## src/rtl/mrt_pkg.sv

```systemverilog
package mrt_pkg;

  // table geometry
  localparam int ENTRIES   = 32;
  localparam int PROC_BITS = 16;
  localparam int IDX_BITS  = $clog2(ENTRIES);
  localparam int CNT_BITS  = $clog2(ENTRIES + 1);
  localparam int REG_BITS  = 17;

  // request codes
  typedef enum logic [1:0] {
    FUNC_LOOKUP  = 2'd0,
    FUNC_ADD     = 2'd1,
    FUNC_DELETE  = 2'd2,
    FUNC_DEL_ALL = 2'd3
  } func_t;

  // result codes
  typedef enum logic [1:0] {
    STAT_OK        = 2'd0,
    STAT_NOT_FOUND = 2'd1,
    STAT_FULL      = 2'd2
  } status_t;

  // register indexes
  localparam logic REG_LOCAL_NODE   = 1'b0;
  localparam logic REG_DEFAULT_PROC = 1'b1;

  // target value when nothing is found
  localparam logic signed [REG_BITS-1:0] TARGET_NONE = '1;

  // write request into the entry store
  typedef struct packed {
    logic                 en;
    logic [IDX_BITS-1:0]  addr;
    logic [PROC_BITS-1:0] key;
    logic [PROC_BITS-1:0] tgt;
  } store_wr_t;

endpackage

```

## src/rtl/message_route_table.sv

```systemverilog
// message route table: maps a destination process number to a forwarding process
//
// input channel (in_valid / in_stall) carries one request item: lookup, add or
// update, delete one key, or delete all. every request gives exactly one result
// item on the output channel (out_valid / out_stall). in_stall is high from the
// accepted item until its result is loaded into the output register. the user
// writes node number and default process over apb only while idle (unchecked).
//
// lookups, adds and deletes scan all ENTRIES slots through one read port of the
// entry store and a single key comparator, one slot per cycle. a finish state
// then loads the result into the output register and returns to idle; only there
// is the next item taken. a lookup for another node and delete-all skip the scan
// and go straight to the finish state, where the result is loaded the same way.
// when the receiver stalls, the result holds in the output register and the
// block waits before loading the next one, keeping in_stall high.
// reset clears all valid bits, sets both registers to -1 and empties the
// output register; the block is ready in the first cycle after reset.
module message_route_table (
  input  logic                              clk,
  input  logic                              rst_n,
  // request channel
  input  logic                              in_valid,
  output logic                              in_stall,
  input  logic [1:0]                        in_func,
  input  logic [15:0]                       in_dst_node,
  input  logic [15:0]                       in_dst_proc,
  input  logic [15:0]                       in_new_target,
  // result channel
  output logic                              out_valid,
  input  logic                              out_stall,
  output logic [1:0]                        out_status,
  output logic signed [16:0]                out_target,
  output logic                              out_via_default,
  // configuration
  input  logic                              psel,
  input  logic                              penable,
  input  logic                              pwrite,
  input  logic [2:0]                        paddr,
  input  logic [31:0]                       pwdata,
  output logic [31:0]                       prdata,
  output logic                              pready
);
  import mrt_pkg::*;

  typedef enum logic [2:0] {
    ST_IDLE   = 3'b001,
    ST_SCAN   = 3'b010,
    ST_FINISH = 3'b100
  } state_t;

  state_t                      state_r, state_nxt;
  logic signed [REG_BITS-1:0]  local_node_r, default_proc_r;
  logic [ENTRIES-1:0]          valid_r, valid_nxt;
  logic [CNT_BITS-1:0]         cnt_r, cnt_nxt;
  logic                        cmp_vld_r;
  logic [IDX_BITS-1:0]         cmp_idx_r;
  logic                        hit_r, hit_nxt;
  logic [IDX_BITS-1:0]         hit_slot_r, hit_slot_nxt;
  logic [PROC_BITS-1:0]        hit_tgt_r, hit_tgt_nxt;
  logic                        free_r, free_nxt;
  logic [IDX_BITS-1:0]         free_slot_r, free_slot_nxt;
  func_t                       func_r;
  logic [PROC_BITS-1:0]        key_r, tgt_r;
  logic                        dflt_r;
  logic                        out_valid_r;
  logic [1:0]                  out_status_r;
  logic signed [REG_BITS-1:0]  out_target_r;
  logic                        out_via_r;

  logic                        in_acc, cfg_wr, take_default, issue, fin_go;
  logic                        rd_key_hit;
  logic [PROC_BITS-1:0]        rd_key, rd_tgt;
  store_wr_t                   wr;
  status_t                     res_status;
  logic signed [REG_BITS-1:0]  res_target;

  assign in_stall = (state_r != ST_IDLE);
  assign in_acc   = in_valid && !in_stall;
  assign take_default = (func_t'(in_func) == FUNC_LOOKUP) && (in_dst_node != '0) &&
                        (local_node_r != $signed({1'b0, in_dst_node}));
  assign issue    = (state_r == ST_SCAN) && (cnt_r < CNT_BITS'(ENTRIES));
  assign fin_go   = (state_r == ST_FINISH) && (!out_valid_r || !out_stall);

  // apb port
  assign pready = 1'b1;
  assign cfg_wr = psel && penable && pwrite;
  assign prdata = (paddr[2] == REG_LOCAL_NODE) ? 32'(local_node_r) : 32'(default_proc_r);

  always_ff @(posedge clk) begin
    if (!rst_n) begin
      local_node_r   <= TARGET_NONE;
      default_proc_r <= TARGET_NONE;
    end else if (cfg_wr) begin
      if (paddr[2] == REG_LOCAL_NODE) begin
        local_node_r <= $signed(pwdata[REG_BITS-1:0]);
      end else begin
        default_proc_r <= $signed(pwdata[REG_BITS-1:0]);
      end
    end
  end

  // entry store, scanned through its read port
  mrt_store u_store (
    .clk     (clk),
    .wr      (wr),
    .rd_en   (issue),
    .rd_addr (cnt_r[IDX_BITS-1:0]),
    .rd_key  (rd_key),
    .rd_tgt  (rd_tgt)
  );

  // shared key comparator
  assign rd_key_hit = cmp_vld_r && valid_r[cmp_idx_r] && (rd_key == key_r);

  // result and table update for the finishing item; delete-all clears at acceptance
  always_comb begin
    res_status = STAT_OK;
    res_target = TARGET_NONE;
    wr         = '0;
    wr.key     = key_r;
    wr.tgt     = tgt_r;
    valid_nxt  = valid_r;
    case (func_r)
      FUNC_LOOKUP: begin
        if (dflt_r) begin
          res_target = default_proc_r;
        end else if (hit_r) begin
          res_target = $signed({1'b0, hit_tgt_r});
        end else begin
          res_status = STAT_NOT_FOUND;
        end
      end
      FUNC_ADD: begin
        if (hit_r || free_r) begin
          wr.en   = fin_go;
          wr.addr = hit_r ? hit_slot_r : free_slot_r;
          if (fin_go) begin
            valid_nxt[wr.addr] = 1'b1;
          end
        end else begin
          res_status = STAT_FULL;
        end
      end
      FUNC_DELETE: begin
        if (hit_r && fin_go) begin
          valid_nxt[hit_slot_r] = 1'b0;
        end
      end
      default: ;
    endcase
    // delete-all clears every slot at acceptance
    if (in_acc && func_t'(in_func) == FUNC_DEL_ALL) begin
      valid_nxt = '0;
    end
  end

  // sequencer
  always_comb begin
    state_nxt     = state_r;
    cnt_nxt       = cnt_r;
    hit_nxt       = hit_r;
    hit_slot_nxt  = hit_slot_r;
    hit_tgt_nxt   = hit_tgt_r;
    free_nxt      = free_r;
    free_slot_nxt = free_slot_r;
    case (state_r)
      ST_IDLE: begin
        if (in_acc) begin
          cnt_nxt  = '0;
          hit_nxt  = 1'b0;
          free_nxt = 1'b0;
          if (take_default || func_t'(in_func) == FUNC_DEL_ALL) begin
            state_nxt = ST_FINISH;
          end else begin
            state_nxt = ST_SCAN;
          end
        end
      end
      ST_SCAN: begin
        if (issue) begin
          cnt_nxt = cnt_r + CNT_BITS'(1);
        end
        if (rd_key_hit && !hit_r) begin
          hit_nxt      = 1'b1;
          hit_slot_nxt = cmp_idx_r;
          hit_tgt_nxt  = rd_tgt;
        end
        if (cmp_vld_r && !valid_r[cmp_idx_r] && !free_r) begin
          free_nxt      = 1'b1;
          free_slot_nxt = cmp_idx_r;
        end
        if (!issue && cmp_vld_r) begin
          state_nxt = ST_FINISH;
        end
      end
      ST_FINISH: begin
        if (fin_go) begin
          state_nxt = ST_IDLE;
        end
      end
      default: state_nxt = ST_IDLE;
    endcase
  end

  // control registers
  always_ff @(posedge clk) begin
    if (!rst_n) begin
      state_r     <= ST_IDLE;
      valid_r     <= '0;
      cnt_r       <= '0;
      cmp_vld_r   <= 1'b0;
      hit_r       <= 1'b0;
      free_r      <= 1'b0;
      out_valid_r <= 1'b0;
    end else begin
      state_r   <= state_nxt;
      valid_r   <= valid_nxt;
      cnt_r     <= cnt_nxt;
      cmp_vld_r <= issue;
      hit_r     <= hit_nxt;
      free_r    <= free_nxt;
      if (fin_go) begin
        out_valid_r <= 1'b1;
      end else if (!out_stall) begin
        out_valid_r <= 1'b0;
      end
    end
  end

  // payload registers
  always_ff @(posedge clk) begin
    cmp_idx_r   <= cnt_r[IDX_BITS-1:0];
    hit_slot_r  <= hit_slot_nxt;
    hit_tgt_r   <= hit_tgt_nxt;
    free_slot_r <= free_slot_nxt;
    if (in_acc) begin
      func_r <= func_t'(in_func);
      key_r  <= in_dst_proc;
      tgt_r  <= in_new_target;
      dflt_r <= take_default;
    end
    if (fin_go) begin
      out_status_r <= res_status;
      out_target_r <= res_target;
      out_via_r    <= (func_r == FUNC_LOOKUP) && dflt_r;
    end
  end

  assign out_valid       = out_valid_r;
  assign out_status      = out_status_r;
  assign out_target      = out_target_r;
  assign out_via_default = out_via_r;

endmodule

```

## src/rtl/mrt_store.sv

```systemverilog
module mrt_store (
  input  logic                          clk,
  input  mrt_pkg::store_wr_t            wr,
  input  logic                          rd_en,
  input  logic [mrt_pkg::IDX_BITS-1:0]  rd_addr,
  output logic [mrt_pkg::PROC_BITS-1:0] rd_key,
  output logic [mrt_pkg::PROC_BITS-1:0] rd_tgt
);
  import mrt_pkg::*;

  logic [PROC_BITS-1:0] key_mem [ENTRIES];
  logic [PROC_BITS-1:0] tgt_mem [ENTRIES];

  // one write port
  always_ff @(posedge clk) begin
    if (wr.en) begin
      key_mem[wr.addr] <= wr.key;
      tgt_mem[wr.addr] <= wr.tgt;
    end
  end

  // one registered read port
  always_ff @(posedge clk) begin
    if (rd_en) begin
      rd_key <= key_mem[rd_addr];
      rd_tgt <= tgt_mem[rd_addr];
    end
  end

endmodule

```

## config.mk

```make
export PLATFORM = sky130hd
export DESIGN_NAME = message_route_table
export DESIGN_NICKNAME = d
export VERILOG_FILES = /design/src/rtl/mrt_pkg.sv /design/src/rtl/message_route_table.sv /design/src/rtl/mrt_store.sv
export SDC_FILE = /design/constraint.sdc
export NUM_CORES = 1
export LEC_CHECK = 0
export BUFFER_PORTS_ARGS = -buffer_cell sky130_fd_sc_hd__buf_2
export CAP_MARGIN = 40
export CORE_MARGIN = 3
export CORE_UTILIZATION = 31
export DETAILED_ROUTE_END_ITERATION = 10
export GPL_TIMING_DRIVEN = 1
export SLEW_MARGIN = 20
export SYNTH_ARGS = -nofsm -noshare
export SYNTH_HDL_FRONTEND = slang
export SYNTH_HIERARCHICAL = 1
export SYNTH_SLANG_ARGS = --single-unit
```

## constraint.sdc

```tcl
create_clock -name clk -period 3.9 [get_ports clk]
set_input_delay 0.78 -clock clk [delete_from_list [all_inputs] [get_ports clk]]
set_output_delay 0.78 -clock clk [all_outputs]
set_load 0.005 [all_outputs]
```

* Word-level counts from Yosys, hierarchy flattened
Memory sizes are Yosys's and may differ from the RTL's. A register that Yosys moved wholly into a read port is not among the register bits.
Index checks and enable logic that the tools add are counted.
** Storage, ports and cells
- Memories kept :: 2
- Word-level logic and storage cells :: 133
- Output and inout bits :: 55
- Input port bits :: 92
- Bits in writable memories :: 1024
- Flip-flop bits (word level) :: 165
** Operators by class
- Bitwise gates (word level) :: 5
- Reduce and logical (&&, ||, !) cells :: 43
- Eq/ne operators :: 19
- Add/sub/neg operators :: 1
- Multiplexer cells :: 37
- Order comparisons :: 6
** Memory list
- u_store.key_mem :: depth 32, bits a word 16, rd ports 1, clocked after memory_dff 1, wr ports 1, line mrt_store.sv:11 : logic [PROC_BITS-1:0] key_mem [ENTRIES];
- u_store.tgt_mem :: depth 32, bits a word 16, rd ports 1, clocked after memory_dff 1, wr ports 1, line mrt_store.sv:12 : logic [PROC_BITS-1:0] tgt_mem [ENTRIES];
** Operators with widths (number)
- $mux 32 :: 4
- $pmux 32 s2 :: 1
- $mux 17 :: 2
- $and 32x32->32 :: 1
- $not 32->32 :: 1
- $or 32x32->32 :: 1
- $mux 6 :: 4
- $logic_and 1x1->1 :: 18
- $lt 5x6->1 const B :: 3
- $ne 17x17->1 :: 1
- $eq 16x16->1 :: 1
- $reduce_bool 16->1 :: 1
- $mux 1 :: 12
- $mux 3 :: 4
- $ne 2x2->1 const B :: 6
- $pmux 6 s2 :: 1
- $reduce_and 3->1 :: 4
- $demux 1 s5 :: 2
- $ge 5x1->1 const B :: 2
- $pmux 3 s3 :: 1
- $ne 2x1->1 const B :: 4
- $reduce_and 2->1 :: 4
- $logic_not 1->1 :: 7
- $add 6x1->6 const B :: 1
- other kinds (18) :: 25

* Depth between registers and ports, before layout
Gate-level depths: netlist (run 1).
- Depth in word-level cells :: 9
- Mapped depth :: 9
- Mapped depth without buffers :: 7

* Hierarchy
The synthesis (run 1) kept the hierarchy.
** Modules (own cells, without submodules)
- mrt_store :: times used 1, cells each 2260, seq. area each 31710.4 µm², area each 40811.6 µm²
- message_route_table :: times used 1, cells each 638, seq. area each 4113.9 µm², area each 7065.5 µm²

* Worst setup path after synthesis (run 1)
No wires, ideal clock.
- Path kind :: input to register
- From :: input out_stall
- To :: memory u_store.key_mem[20][0], enable pin
- Buffers on the path :: 2
- Stages :: 8
- Arrival time :: 3.424 ns
- Data required time :: 3.479 ns
- Library setup time :: 0.421 ns
- Path slack :: 0.055 ns
- Cells stage by stage :: nand2_1 -> nand2b_4 -> or2_1 -> buf_6 -> inv_2 -> or3b_2 -> clkbuf_1 -> nor2_1
** RTL lines
- start: declaration :: line message_route_table.sv:30 : input logic out_stall,
- end: declaration :: line mrt_store.sv:11

==> impl_metrics.tcl, run 1 <==
set metrics [dict create \
    status "finished, final reports clean" \
    num_rows 143 \
    avgSynthCellArea_um2 16.52 \
    syn-cell-area_mm2 0.04788 \
    die_h_um 399.0 \
    crit_family "simple AND/OR/NAND/NOR gates" \
    final_util_pct 36.55 \
    rsz0062_at_grt "false" \
    drc 0 \
    use_met1_pct 21.51 \
    critPathLaunch "state_r[2]" \
    crit_arrival_ns 3.87 \
    drv_slew 0 \
    crit_type "flip-flop to flip-flop" \
    cts_hold_repair.buffers 0 \
    ys_seq_area_share_pct 74.83 \
    core_area_mm2 0.1526 \
    synth-edff-count 1137 \
    final_cell_mix "edfxtp_1, mux2i_1, nand2_1" \
    yosys_warnings 6 \
    fin_crit_ns 3.459 \
    tightest_slew_ns 0.8263 \
    use_met2_pct 22.64 \
    slowest_delay_ns 0.71 \
    layout_setup_ws_ns 0.4409 \
    relSlewSlack_pct 44.79 \
    ant_nets 0 \
    gr-total-overflow 0 \
    cts_inserted_buffers 116 \
    ys_types 54 \
    cts_tree "built" \
    busiest_layer "met2" \
    synthArstFlopShare_pct 0 \
    gp_congestion 0.7995 \
    cts-root-buf "clkbuf_16" \
    drt-total-wl_mm 118.8 \
    cp.required_ns 4.31 \
    finalSetupViolations 0 \
    cp_max_fo 18 \
    hold_slack_ns 0.2142 \
    cts_resized 0 \
    startpoint_type "flip-flop" \
    fmax_ghz 0.2891 \
    cts.sinks 1221 \
    total_power_mw 26.11 \
    post-route-period-util_pct 88.70 \
    cts_max_path_buffers 3 \
    dieArea_mm2 0.1592 \
    final_common_cell "edfxtp_1" \
    dieWidth_um 399.0 \
    antenna_cells 0 \
    clk_latency_ns 0.75 \
    drtIter0Drc 2558 \
    met3_usage_pct 2.340 \
    antenna_found_initial 4 \
    synth_seq_cells 1221 \
    placed_area_mm2 0.05201 \
    syn-instance-count 2898 \
    worstHoldStart "in_dst_proc[11]" \
    setup_tns_ns 0 \
    grt_pass1_wl_mm 173.0 \
    crit_slowest_cell "or3b_2" \
    min_path_type "input port to flip-flop" \
    ys.flop_type "edfxtp_1" \
    area_growth_syn_to_layout_pct 16.51 \
    synth_nets 2991 \
    cts_setup_buffers 0 \
    leakagePower_nw 16.98 \
    crit_chain "or3b_4 -> nand2b_4 -> or2_1 -> inv_2 -> or3b_2 -> nor2_4 -> buf_12" \
    nets 3219 \
    start_util_pct 31.37 \
    finalHoldViolations 0 \
    via_per_inst 5.028 \
    crit_path_end_kind "flip-flop" \
    io_buffers 128 \
    fin_area_mm2 0.05578 \
    power.density_mw_per_mm2 468.0 \
    wl_per_cell_um 22.60 \
    reg2reg_from "state_r[2]" \
    track_usage_pct 14.60 \
    drive_above_1_share_pct 16.11 \
    pin_count 147 \
    timing.max_cap.violations 0 \
    grt_pass1_vias 25543 \
    path_buf_inv 2 \
    hpwl_mm 68.91 \
    finClkSkew_ns 0.06939 \
    ir_worst_vdd_uv 368.7 \
    grt_max_degree 89 \
    cts_max_level 3 \
    nFillCells 14130 \
    clk_pin_slew_worst_paths_ns 0.06 \
    final_cells 5258 \
    dr.pass1.iters 6 \
    post-place-cells 5034 \
    num_vias 26435 \
    dp_slack_ns 0.4230 \
]
[sequential cells by signal (all words and copies together) (netlist names)]
signal and flops:
out_via_default 1, u_store/rd_tgt 16, cmp_vld_r 1, key_r 16, free_slot_r 5, hit_r 1
valid_r 32, cnt_r 6, hit_slot_r 5, tgt_r 16, cmp_idx_r 5, state_r 3
out_target 17, out_status 2, u_store/tgt_mem 512, default_proc_r 17, free_r 1, out_valid 1
u_store/rd_key 16, u_store/key_mem 512, local_node_r 17, func_r 2, hit_tgt_r 16, dflt_r 1
[cells by family (layout without fill, tap and decap cells)]
family | count (synthesis) | in the layout | synth area share (%)
xor+xnor | 36 | 36 | 0.6586
buf+inv | 180 | 510 | 2.177
flops | 1221 | 1221 | 74.83
fa+ha+maj | 1 | 1 | 0.02613
mux | 549 | 549 | 11.52
other cells | 1 | 1 | 0.007833
simple gates | 539 | 539 | 5.284
compound gates | 371 | 371 | 5.496
[area by class of cell]
type | count | area [µm²] | share of cell area (%)
multi-input combinational | 1497 | 11300 | 20.26
clock buffer | 140 | 3003 | 5.383
clock inverter | 80 | 705.7 | 1.265
tap | 2030 | 2540 | 4.553
sequential | 1221 | 35830 | 64.23
timing repair buffer | 279 | 2364 | 4.237
inverter | 11 | 41.29 | 0.07402
[worst register-to-register path, cell delays in order (launching register included)]
cell	delay, ns
dfxtp_1	0.53
or3b_4	0.44
nand2b_4	0.18
or2_1	0.39
inv_2	0.19
or3b_2	0.71
nor2_4	0.46
buf_12	0.27
[cell usage after synthesis (4+ instances only)]
cell / instances / area [µm²]
edfxtp_1: 1137 / 34140
mux2i_1: 531 / 5315
nand2_1: 203 / 762.0
nand3_1: 151 / 755.7
a21oi_1: 111 / 555.5
a22oi_1: 101 / 758.2
dfxtp_1: 84 / 1682
nor2_1: 68 / 255.2
a22o_1: 64 / 560.5
clkbuf_1: 55 / 206.5
buf_4: 51 / 382.9
nor3_1: 43 / 215.2
buf_2: 38 / 190.2
a31oi_1: 35 / 219.0
xor2_1: 31 / 271.5
a32o_1: 27 / 270.3
mux2_2: 18 / 202.7
o22a_1: 17 / 148.9
buf_6: 16 / 180.2
nand2b_1: 13 / 81.33
nor4_1: 12 / 75.07
inv_1: 10 / 37.54
nand3b_1: 8 / 60.06
nor2b_1: 8 / 50.05
buf_1: 7 / 26.28
nand4_1: 6 / 37.54
xnor2_1: 5 / 43.79
o21ai_0: 4 / 20.02
or2_2: 4 / 25.02
or3b_2: 4 / 35.03
[power breakdown]
part	switching, mW	total, mW	internal [mW]	leakage [nW]
logic	0.415	0.626	0.211	4.25
registers	0.0742	14.5	14.4	10.9
clock network	4.90	11.0	6.10	1.79
[routing by layer]
metal,up-vias,part of all wire [%]
met5,-,0.011
met3,144,6.9
met2,914,46
met1,13577,46
met4,2,1.7
li1,11798,-
[final timing paths]
| kind | endpoint | slack [ns] | depth (start not counted) |
|---|---|---|---|
| worst max-delay path | u_store/key_mem[28][14] | 0.44 | 7 |
| worst min-delay path | key_r[11] | 0.21 | 1 |
| worst max register to register | u_store/key_mem[28][14] | 0.44 | 7 |
| worst min register to register | hit_tgt_r[12] | 0.42 | 0 |
(Power assumes the default switching activity.)
==> run 2: changes to the inputs <==
--- a/config.mk
+++ b/config.mk
@@ -5,12 +5,13 @@
 export SDC_FILE = /design/constraint.sdc
 export NUM_CORES = 1
 export LEC_CHECK = 0
-export BUFFER_PORTS_ARGS = -buffer_cell sky130_fd_sc_hd__buf_2
+export BUFFER_PORTS_ARGS = -buffer_cell sky130_fd_sc_hd__buf_4
 export CAP_MARGIN = 40
 export CORE_MARGIN = 3
-export CORE_UTILIZATION = 31
+export CORE_UTILIZATION = 26
 export DETAILED_ROUTE_END_ITERATION = 10
 export GPL_TIMING_DRIVEN = 1
+export SETUP_SLACK_MARGIN = 0.2
 export SLEW_MARGIN = 20
 export SYNTH_ARGS = -nofsm -noshare
 export SYNTH_HDL_FRONTEND = slang
==> impl_metrics.tcl, run 2 (synthesized netlist as in run 1, its figures left out) <==
set metrics [dict create \
    final_common_cell "edfxtp_1" \
    dp_slack_ns 0.4264 \
    r2r.worst_path.cells 8 \
    post-route-period-util_pct 88.72 \
    fmax_ghz 0.2890 \
    top_regs "u_store/key_mem x512, u_store/tgt_mem x512, valid_r x32" \
    crit_arrival_ns 3.81 \
    die_h_um 435.1 \
    cts_resized 0 \
    cp.required_ns 4.25 \
    wl_per_cell_um 21.18 \
    crit_type "flip-flop to flip-flop" \
    crit_path_end_kind "flip-flop" \
    finalSetupViolations 0 \
    dieArea_mm2 0.1893 \
    finalHoldViolations 0 \
    layout_setup_ws_ns 0.4397 \
    antenna_found_initial 6 \
    dr.pass1.iters 6 \
    relSlewSlack_pct 40.73 \
    area_growth_syn_to_layout_pct 18.53 \
    via_per_inst 4.628 \
    cpMostUsedCell "buf_4" \
    cts.sinks 1221 \
    cts-root-buf "clkbuf_16" \
    clk_latency_ns 0.76 \
    gp_congestion 0.8110 \
    antenna_cells 0 \
    drt-total-wl_mm 120.2 \
    cp_max_fo 16 \
    drc 0 \
    io_buffers 128 \
    dieWidth_um 435.1 \
    pin_count 147 \
    crit_chain "or3b_4 -> nand2b_4 -> or2_1 -> inv_2 -> nand3b_1 -> buf_4 -> nor2_4 -> buf_4" \
    ant_nets 0 \
    num_vias 26254 \
    fin_crit_ns 3.460 \
    slowest_delay_ns 0.55 \
    startpoint_type "flip-flop" \
    leakagePower_nw 17.18 \
    drv_slew 0 \
    status "finished, final reports clean" \
    gr-total-overflow 0 \
    start_util_pct 26.32 \
    track_usage_pct 12.34 \
    timing.max_cap.violations 0 \
    grt_pass1_wl_mm 176.4 \
    rsz0062_at_grt "false" \
    cts_max_path_buffers 3 \
    setup_tns_ns 0 \
    hpwl_mm 71.43 \
    grt_pass1_vias 25797 \
    drive_above_1_share_pct 16.19 \
    finClkSkew_ns 0.08428 \
    num_rows 156 \
    crit_slowest_cell "dfxtp_1" \
    ir_worst_vdd_uv 507.5 \
    power.density_mw_per_mm2 465.9 \
    cts_hold_repair.buffers 0 \
    cts_tree "built" \
    whs_path_depth 1 \
    cts_inserted_buffers 118 \
    min_path_type "input port to flip-flop" \
    cts_setup_buffers 0 \
    drtIter0Drc 2654 \
    core_area_mm2 0.1819 \
    grt_max_degree 60 \
    nets 3214 \
    final_cell_mix "edfxtp_1, mux2i_1, buf_4" \
    clk_pin_slew_worst_paths_ns 0.06 \
    cts_max_level 3 \
    tightest_slew_ns 0.8890 \
]
run 2: cell types whose count changed in the layout (fill, tap and decap cells not counted), sizes merged:
cell and delta:
clkbuf +9, buf -8, clkinv -3, clkinvlp -3, clkdlybuf4s15 +1
run 2: per-stage QoR:
step | power [mW] | instance area (µm²) | hold slack (ns) | utilization, % | std cells
after CTS | 26.71 | 56710 | 0.1388 | 31.18 | 5670
after global routing | 27.33 | 56750 | 0.1418 | 31.20 | 5673
final | 26.44 | 56750 | 0.1874 | 31.20 | 5673
after floorplan | 15.08 | 47880 | 0.3888 | - | 2898
after detailed placement | 15.42 | 52860 | 0.4072 | 29.06 | 5447
after global placement | 15.38 | 52600 | 0.4079 | 28.91 | 5430
run 2: layer usage:
layer  track usage [%]  vias up  share of wire [%]
met5                 0        -                  0
met4             2.692        0                1.9
met3             2.211      147                6.4
met2             18.81      915                 45
met1             18.25    13406                 47
li1                  -    11786                  -
run 2: worst paths after layout:
path,slack [ns],start,to
min,0.19,in_new_target[1],tgt_r[1]
max,0.44,state_r[2],u_store/key_mem[5][7]
max reg2reg,0.44,state_r[2],u_store/key_mem[5][7]
min reg2reg,0.38,u_store/rd_tgt[15],hit_tgt_r[15]
run 2: area by class of cell:
cell class              count  area (µm²)
repair buffers            272        2654
fillers                 17743      125200
multi-input cells        1497       11310
clock buffers             149        3176
clock inverters            74       680.7
flip-flops and latches   1221       35830
inverters                  11       41.29
well taps                2449        3064
run 2: critical path, delay by kind of cell (launching register included):
family	cells	cell delay (ns)
and+or+nand+nor	5	1.65
buffers and inverters	3	0.89
DFF	1	0.55
run 2: power by group:
group          internal [mW]  total, mW  switching [mW]
logic                  0.238      0.643           0.405
clock network           6.38       11.3            4.93
registers               14.4       14.5          0.0867
==> run 3: changes to the inputs <==
--- a/config.mk
+++ b/config.mk
@@ -6,11 +6,12 @@
 export NUM_CORES = 1
 export LEC_CHECK = 0
 export BUFFER_PORTS_ARGS = -buffer_cell sky130_fd_sc_hd__buf_4
-export CAP_MARGIN = 40
+export CAP_MARGIN = 20
 export CORE_MARGIN = 3
 export CORE_UTILIZATION = 26
 export DETAILED_ROUTE_END_ITERATION = 10
 export GPL_TIMING_DRIVEN = 1
+export MAX_ROUTING_LAYER = met4
 export SETUP_SLACK_MARGIN = 0.2
 export SLEW_MARGIN = 20
 export SYNTH_ARGS = -nofsm -noshare
==> impl_metrics.tcl, run 3 (synthesized netlist as in run 1, its figures left out) <==
set metrics [dict create \
    seq_power_share_pct 55.5 \
    io_buffers 128 \
    drtIter0Drc 2568 \
    gr-total-overflow 0 \
    pin_count 147 \
    fmax_ghz 0.2842 \
    cts.sinks 1221 \
    finalHoldViolations 0 \
    drive_above_1_share_pct 15.93 \
    switchingPower_mw 5.439 \
    whs_path_depth 1 \
    clkPwrFrac_pct 42.2 \
    dr.pass1.iters 5 \
    leakagePower_nw 17.03 \
    wl_per_cell_um 21.20 \
    cts_resized 0 \
    num_vias 26208 \
    cts-root-buf "clkbuf_16" \
    drt-total-wl_mm 120.0 \
    finalSetupViolations 0 \
    cts_max_path_buffers 3 \
    ant_nets 0 \
    clk_latency_ns 0.78 \
    grt_pass1_vias 25697 \
    finClkSkew_ns 0.07905 \
    final_cell_mix "edfxtp_1, mux2i_1, buf_4" \
    timing.max_cap.violations 0 \
    clk_pin_slew_worst_paths_ns 0.06 \
    min_to "key_r[13]" \
    ir_worst_vdd_uv 345.9 \
    rsz0062_at_grt "false" \
    hold_slack_ns 0.1808 \
    cp.required_ns 4.27 \
    crit_type "flip-flop to flip-flop" \
    cts_tree "built" \
    combPwrFrac_pct 2.3 \
    dieArea_mm2 0.1893 \
    nets 3203 \
    setup_tns_ns 0 \
    crit_arrival_ns 3.89 \
    tightest_slew_ns 1.003 \
    gp_congestion 0.8233 \
    startpoint_type "flip-flop" \
    crit_path_end_kind "flip-flop" \
    cp_max_fo 16 \
    min_path_type "input port to flip-flop" \
    cts_max_level 3 \
    p_int_mw 20.71 \
    nFillCells 17731 \
    antenna_found_initial 3 \
    status "finished, final reports clean" \
    die_h_um 435.1 \
    hpwl_mm 70.43 \
    top_regs "u_store/key_mem x512, u_store/tgt_mem x512, valid_r x32" \
    drc 0 \
    final_common_cell "edfxtp_1" \
    grt_max_degree 60 \
    reg2reg_from "state_r[2]" \
    r2r.worst_path.cells 8 \
    cts_setup_buffers 0 \
    dieWidth_um 435.1 \
    num_rows 156 \
    start_util_pct 26.32 \
    grt_pass1_wl_mm 176.2 \
    worstHoldStart "in_dst_proc[13]" \
    r2r_slack_ns 0.38 \
    swShare_pct 20.80 \
    rr_endpoint "u_store/key_mem[5][2]" \
    core_area_mm2 0.1819 \
    cts_hold_repair.buffers 0 \
    area_growth_syn_to_layout_pct 18.04 \
    relSlewSlack_pct 32.60 \
    power.density_mw_per_mm2 462.7 \
    drv_slew 0 \
    post-route-period-util_pct 90.23 \
    final_util_pct 31.07 \
    fin_crit_ns 3.519 \
    cts_inserted_buffers 117 \
    track_usage_pct 12.70 \
    via_per_inst 4.632 \
]
run 3: how the worst max path moves through the flow:
stage / from / to
5_1_grt: state_r[2] / u_store/key_mem[5][2]
3_5_place_dp: out_stall / u_store/key_mem[29][3]
2_1_floorplan: out_stall / u_store/key_mem[20][0]
3_3_place_gp: out_stall / u_store/key_mem[5][15]
4_1_cts: state_r[2] / u_store/key_mem[29][13]
6_report: state_r[2] / u_store/key_mem[5][2]
run 3: layout make-up:
class                           instances  area, µm²  share of cell area (%)
Clock inverter                         79      748.2                   1.324
Multi-Input combinational cell       1497      11310                   20.01
Sequential cell                      1221      35830                   63.40
Clock buffer                          137       3003                   5.314
Antenna cell                            2      5.005                0.008856
Timing Repair Buffer                  262       2516                   4.452
Inverter                               11      41.29                 0.07306
Tap cell                             2449       3064                   5.422
run 3: worst max-delay path, stage by stage, from the launching register on:
cell	delay, ns
dfxtp_1	0.54
or3b_4	0.44
nand2b_4	0.19
or2_1	0.39
inv_2	0.16
nand3b_1	0.51
buf_4	0.38
nor2_4	0.11
buf_4	0.40
run 3: power groups by stage:
stage / Clock, mW / Combinational (mW) / Sequential, mW
floorplan: 0 / 0.261 / 14.8
global placement: 0 / 0.547 / 14.8
detailed placement: 0 / 0.569 / 14.8
CTS: 11.3 / 0.570 / 14.5
global route: 11.9 / 0.661 / 14.5
finish: 11.0 / 0.607 / 14.5
run 3: through the flow:
stage | setup slack (ns) | area (µm²) | power, mW | std cells
finish | 0.3811 | 56510 | 26.15 | 5658
global route | 0.2669 | 56510 | 27.04 | 5656
CTS | 0.4733 | 56390 | 26.43 | 5649
detailed placement | 0.4522 | 52640 | 15.40 | 5433
global placement | 0.4720 | 52600 | 15.38 | 5430
floorplan | 0.05500 | 47880 | 15.08 | 2898
run 3: per-layer routing:
metal	up-vias	wire length (µm)	GRT usage, %
li1	11773	-	-
met1	13466	56700	18.22
met2	819	53800	18.93
met3	150	7396	2.164
met4	0	2066	2.554
met5	-	0	-
